### src/rtl/swsta_pkg.sv
// shared constants, request codes and divider handshake types
// for the sample window statistics block; no dependencies
package swsta_pkg;

	localparam int MAX_SAMPLES = 64;
	localparam int SLOT_W      = 6;
	localparam int CNT_W       = 7;
	localparam int SAMPLE_W    = 32;
	localparam int POS_W       = 15;
	localparam int FRAC_W      = 8;
	localparam int WGT_W       = 9;
	localparam int ACC_W       = 72;
	localparam int DIV_W       = 71;
	localparam int DEN_W       = 15;
	localparam int VAR_W       = 63;

	localparam logic [1:0] REQ_ADD  = 2'd0;
	localparam logic [1:0] REQ_READ = 2'd1;
	localparam logic [1:0] REQ_WIN  = 2'd2;
	localparam logic [1:0] REQ_STAT = 2'd3;

	localparam logic STATUS_OK  = 1'b0;
	localparam logic STATUS_OOR = 1'b1;

	localparam logic [VAR_W-1:0] VAR_MAX = {VAR_W{1'b1}};

	typedef struct packed {
		logic             start;
		logic [DIV_W-1:0] num;
		logic [DEN_W-1:0] den;
	} div_req_t;

	typedef struct packed {
		logic             done;
		logic [DIV_W-1:0] quo;
	} div_rsp_t;

endpackage

### src/rtl/swsta_div.sv
// unsigned restoring divider, one quotient bit per cycle
// depends on swsta_pkg for widths and the request/response structs
module swsta_div (
	input  logic                clk,
	input  logic                arst_n,
	input  swsta_pkg::div_req_t req,
	output swsta_pkg::div_rsp_t rsp
);
	import swsta_pkg::*;

	localparam logic [6:0] LAST_STEP = 7'(DIV_W - 1);

	logic [DEN_W-1:0] den_q;
	logic [DEN_W-1:0] rem_q;
	logic [DIV_W-1:0] quo_q;
	logic [6:0]       cnt_q;
	logic             busy_q;
	logic             done_q;
	logic [DEN_W:0]   trial;
	logic [DEN_W:0]   diff;
	logic             ge;

	assign trial = {rem_q, quo_q[DIV_W-1]};
	assign diff  = trial - {1'b0, den_q};
	assign ge    = (trial >= {1'b0, den_q});

	always_ff @(posedge clk or negedge arst_n) begin
		if (!arst_n) begin
			busy_q <= 1'b0;
			done_q <= 1'b0;
			cnt_q  <= '0;
		end else begin
			done_q <= 1'b0;
			if (req.start) begin
				busy_q <= 1'b1;
				cnt_q  <= '0;
			end else if (busy_q) begin
				cnt_q <= cnt_q + 7'd1;
				if (cnt_q == LAST_STEP) begin
					busy_q <= 1'b0;
					done_q <= 1'b1;
				end
			end
		end
	end

	always_ff @(posedge clk) begin
		if (req.start) begin
			den_q <= req.den;
			quo_q <= req.num;
			rem_q <= '0;
		end else if (busy_q) begin
			rem_q <= ge ? diff[DEN_W-1:0] : trial[DEN_W-1:0];
			quo_q <= {quo_q[DIV_W-2:0], ge};
		end
	end

	assign rsp.done = done_q;
	assign rsp.quo  = quo_q;

endmodule

### config.mk
export PLATFORM = sky130hd
export DESIGN_NAME = swsta_div
export DESIGN_NICKNAME = d
export VERILOG_FILES = /design/src/rtl/swsta_pkg.sv /design/src/rtl/swsta_div.sv
export SDC_FILE = /design/constraint.sdc
export NUM_CORES = 1
export LEC_CHECK = 0
export ABC_AREA = 1
export BUFFER_PORTS_ARGS = -buffer_cell sky130_fd_sc_hd__buf_2
export CORE_ASPECT_RATIO = 0.9
export CORE_MARGIN = 2
export CORE_UTILIZATION = 47
export DETAILED_ROUTE_END_ITERATION = 6
export PLACE_DENSITY = 0.76
export RECOVER_POWER = 50
export SKIP_LAST_GASP = 1
export SLEW_MARGIN = 40
export SYNTH_ARGS = -nofsm -noshare
export SYNTH_HDL_FRONTEND = slang
export SYNTH_SLANG_ARGS = --single-unit
### constraint.sdc
create_clock -name clk -period 2.25 [get_ports clk]
set_input_delay 0.45 -clock clk [delete_from_list [all_inputs] [get_ports clk]]
set_output_delay 0.45 -clock clk [all_outputs]
set_load 0.05 [all_outputs]
## Word level (Yosys, flattened, before mapping)

Index checks and enable logic that the tools add are counted.

- Flip-flop bits (word level): 110
- Latch bits: 0
- Bits in writable memories: 0
- Bits in read-only memories: 0
- Input bits: 89
- Output and inout bits: 72
- Word-level logic and storage cells: 22
- Memories: 0

- Add/sub/neg operators: 2
- Multipliers: 0
- Div/mod/pow operators: 0
- Order comparisons: 1
- Eq/ne operators: 1
- Shift operators: 0
- Muxes and demuxes: 11
- Bitwise logic cells: 0
- Reductions and logical operators: 1

Operators with widths:

| cell | count |
|---|---|
| $mux 71 | 2 |
| $ge 16x15->1 | 1 |
| $mux 15 | 1 |
| $sub 15x15->15 | 1 |
| $mux 7 | 2 |
| $add 7x1->7 const B | 1 |
| $eq 7x7->1 const B | 1 |
| $mux 1 | 6 |
| $reduce_bool 2->1 | 1 |

## Longest topological paths before layout

- Word-level depth: 4
- Mapped depth: 14
- Mapped depth without buffers: 14

## Worst setup path after synthesis

No wires, ideal clock.

- Path kind: input-to-reg
- Start: input req[86] in the netlist's numbering
- End: register quo_q[0], enable pin
- Library setup time: 0.428 ns
- Data arrival time: 2.269 ns
- Required time: 1.822 ns
- Path slack: -0.447 ns
- Stages: 3
- Buffers on the path: 1
- Path through: clkbuf_1 -> nor2_1 -> inv_1

- Cells in the longest elaborated chain, start to end: 1

RTL lines:

| item | line | source |
|---|---|---|
| start: declaration | swsta_div.sv:6 | `input swsta_pkg::div_req_t req,` |
| $reduce_bool 2->1 (no source line) | -- |  |
| end signal: assignment | swsta_div.sv:50 | `quo_q <= req.num;` |
| end signal: assignment | swsta_div.sv:54 | `quo_q <= {quo_q[DIV_W-2:0], ge};` |
| end: declaration | swsta_div.sv:15 | `logic [DIV_W-1:0] quo_q;` |

Every way passes these cells.
A chain may end at the register's enable or synchronous reset.

## Final worst setup path

- Start: register quo_q[70]
- End: register rem_q[1]

- Cells in the longest elaborated chain, start to end: 2
- Elaborated cells between the ends (all ways): 3
- Those cells by class: add/sub: 1; order compare: 1; mux: 1

RTL lines:

| item | line | source |
|---|---|---|
| $sub 15x15->15 or $ge 16x15->1 (tied branches) | swsta_div.sv:24, swsta_div.sv:25 |  |
| $mux 15 * | swsta_div.sv:53 | `rem_q <= ge ? diff[DEN_W-1:0] : trial[DEN_W-1:0];` |
| end signal: assignment | swsta_div.sv:53 |  |
| end: declaration | swsta_div.sv:14 | `logic [DEN_W-1:0] rem_q;` |

Mark *: on every way between the ends. The rest lies on a longest branch, timed or not.

==> flow_summary.json <==
{
  "run_status": "finished clean",
  "grt_max_degree": 78,
  "hold_class": "primary input to flop",
  "multi_input_area_sq_mm": 0.00214,
  "internal_power_mw": 4.03,
  "start_util": 0.488,
  "clk_pin_slew_ps": 80,
  "cp-start-kind": "flop",
  "synthMuxAreaShare": 0,
  "swShare": 0.381,
  "synth_edf_count": 86,
  "seq_area_sq_mm": 0.00311,
  "die_y_um": 108,
  "yosys.area_share.simple": 0.300,
  "drt_wl_total_um": 13000,
  "p_per_area_mw_per_mm2": 951,
  "synth_area_leaders": "edfxtp_1 46%, nand2_1 22%, dfxtp_1 5.3%",
  "syn-num-nets": 774,
  "grt_usage": 0.211,
  "yosysUniqueCellTypes": 34,
  "clock_latency_ps": 350,
  "p_leak_nw": 3.49,
  "max-cap-violations": 0,
  "synth-seq-area-share": 0.553,
  "cp-end-kind": "flop",
  "cts_inserted_buffers": 9,
  "synth_area_per_cell_sq_um": 8.43,
  "fin_util": 0.594,
  "clock.fmax_mhz": 482,
  "async_flop_share": 0.0818,
  "die-area_sq_mm": 0.0129,
  "path_max_fanout": 18,
  "grt_pass1_wl_um": 21600,
  "wire_per_inst_um": 13.2,
  "synth_ff_type": "edfxtp_1",
  "clock-sinks": 110,
  "diodes": 0,
  "synth-compound-area-share": 0.0240,
  "antenna_found_initial": 0,
  "clk_path_buf_depth": 2,
  "port_buffers": 160,
  "synth_fa_ha_area_frac": 0.0414,
  "maxSlewViolCount": 0,
  "hpwl_um": 9240,
  "overflow": 0,
  "vias": 4695,
  "slew_headroom": 0.115,
  "pwr-share-comb": 0.354,
  "fp-row-count": 37,
  "yosysMostFrequentCell": "nand2_1",
  "synth_top_area_share": 0.459,
  "viasPerCell": 4.75,
  "ys_seq_elements": 110,
  "setup_tns_ps": 0,
  "grt_pass1_vias": 4507,
  "timing.final.crit_share": 0.922,
  "yosys_warnings": 0,
  "cts-root-buf": "clkbuf_16",
  "rsz0062_at_grt": "false",
  "power_frac_seq": 0.403,
  "firstDrtPassIters": 5,
  "die_width_um": 119,
  "place_congestion": 0.912,
  "synth_xor_area_frac": 0.00935,
  "drt_iter0_markers": 337,
  "synth.cells.most_frequent": "332 x nand2_1, 86 x edfxtp_1, 77 x inv_1",
  "finalSetupViolCount": 0,
  "drc": 0,
  "synth_top_family_by_area": "simple AND/OR/NAND/NOR gates",
  "required_ps": 2460,
  "skew_ps": 9.96,
  "power_switching_mw": 2.48,
  "hold_violations": 0,
  "finalCriticalPeriod_ps": 2070,
  "core_area_sq_mm": 0.0115,
  "netlist_area_sq_mm": 0.00562,
  "synth_top_cell_by_area": "edfxtp_1",
  "fillers": 1053,
  "drive_above_1_share": 0.157,
  "irDropWorstVdd_mv": 0.461,
  "num_io_pins": 161,
  "critPathKind": "flop to flop",
  "clockPowerShare": 0.243,
  "num-nets-final": 934,
  "syn_to_final_growth_pct": 21.8,
  "syn_inst": 667,
  "cts.htree.levels": 3,
  "route.antenna.remaining_nets": 0,
  "arrival_ps": 2280,
  "tritoncts": "built",
  "worstMarginPinSlew_ps": 1330
}
critical path: stages (launching register included):
cell and delay [ps]:
edfxtp_1 360, inv_1 70, ha_2 200, fa_2 360
inv_1 60, nand2_1 40, nand2_1 90, nand3_1 110
nand3_2 110, nand2_4 160, nand2_8 170, nand2_1 60
nand3_1 60, o21ai_0 70
layout make-up:
type	count	share of cell area
Clock inverter	5	0.00603
Sequential cell	110	0.454
Timing Repair Buffer	170	0.119
Inverter	78	0.0433
Multi-Input combinational cell	458	0.312
Tap cell	156	0.0285
Clock buffer	11	0.0369
sequential cells by signal, indices dropped and copies added (netlist names):
name / count
done_q: 1
quo_q: 71
cnt_q: 7
den_q: 15
busy_q: 1
rem_q: 15
kinds of logic after synthesis:
group | count (synthesis)
compound gates | 24
simple gates | 409
flops | 110
buf+inv | 100
fa+ha+maj | 18
xor+xnor | 6
power groups by stage:
stage / Clock [mW] / Combinational, mW / Sequential, mW
2_1_floorplan: 0 / 1.34 / 3.07
3_3_place_gp: 0 / 2.22 / 2.66
3_5_place_dp: 0 / 2.24 / 2.66
4_1_cts: 1.61 / 2.26 / 2.62
5_1_grt: 1.70 / 2.58 / 2.66
6_report: 1.58 / 2.31 / 2.62
timing repair:
action,4_1_cts,5_1_grt
hold buffers,1,0
setup buffers,0,1
gates resized for setup,0,1
endpoints found under the hold margin,9,0
endpoints found under the setup margin,0,11
cells in the final DEF, fill, tap and decap left out, types with 2 or more instances in the layout:
master	synthesis	layout
ha_1	17	16
nand2_1	332	332
nand3b_1	3	3
buf_2	1	86
o21ai_0	11	11
nand3_2	6	7
clkbuf_16	0	9
buf_4	2	6
xnor2_1	3	3
nor3_1	4	4
buf_12	1	2
clkbuf_8	0	2
dfxtp_1	15	15
clkbuf_1	16	73
nand4_1	3	3
inv_1	77	76
clkinvlp_4	0	2
nand2_4	2	2
dfrtp_1	9	9
clkinv_4	0	2
edfxtp_1	86	86
xor2_1	3	3
a21oi_1	10	10
nand3_1	37	36
nor2_1	16	16
per-layer routing:
metal	wire length, um	global-route usage	vias up
met2	6030	0.336	157
met5	0	0	-
met3	995	0.0599	11
met1	5840	0.286	2099
li1	-	-	2428
met4	144	0.0553	0
per-stage QoR:
step           cells  worst slack, ps  instance area (sq um)  total power, mW  hold slack, ps
5_1_grt          988             7.39                   6850             6.93             249
6_report         988              176                   6850             6.51             272
3_3_place_gp     969              219                   6600             4.88             310
3_5_place_dp     969              116                   6600             4.90             313
4_1_cts          986             98.1                   6910             6.49             259
2_1_floorplan    667             8.56                   5640             4.42             154
worst paths after layout:
path / start / to / slack [ps] / depth (start not counted)
max: quo_q[70]$_DFFE_PP_ / rem_q[1]$_SDFFE_PP0P_ / 180 / 13
min: req[8] / den_q[8]$_DFFE_PP_ / 270 / 1
max reg2reg: quo_q[70]$_DFFE_PP_ / rem_q[1]$_SDFFE_PP0P_ / 180 / 13
min reg2reg: rem_q[7]$_SDFFE_PP0P_ / rem_q[7]$_SDFFE_PP0P_ / 470 / 2
max in group asynchronous: arst_n / busy_q$_DFF_PN0_ / 1340 / 2
min in group asynchronous: arst_n / cnt_q[4]$_DFFE_PN0P_ / 580 / 2
No activity file was read; power rests on OpenSTA's default activity.
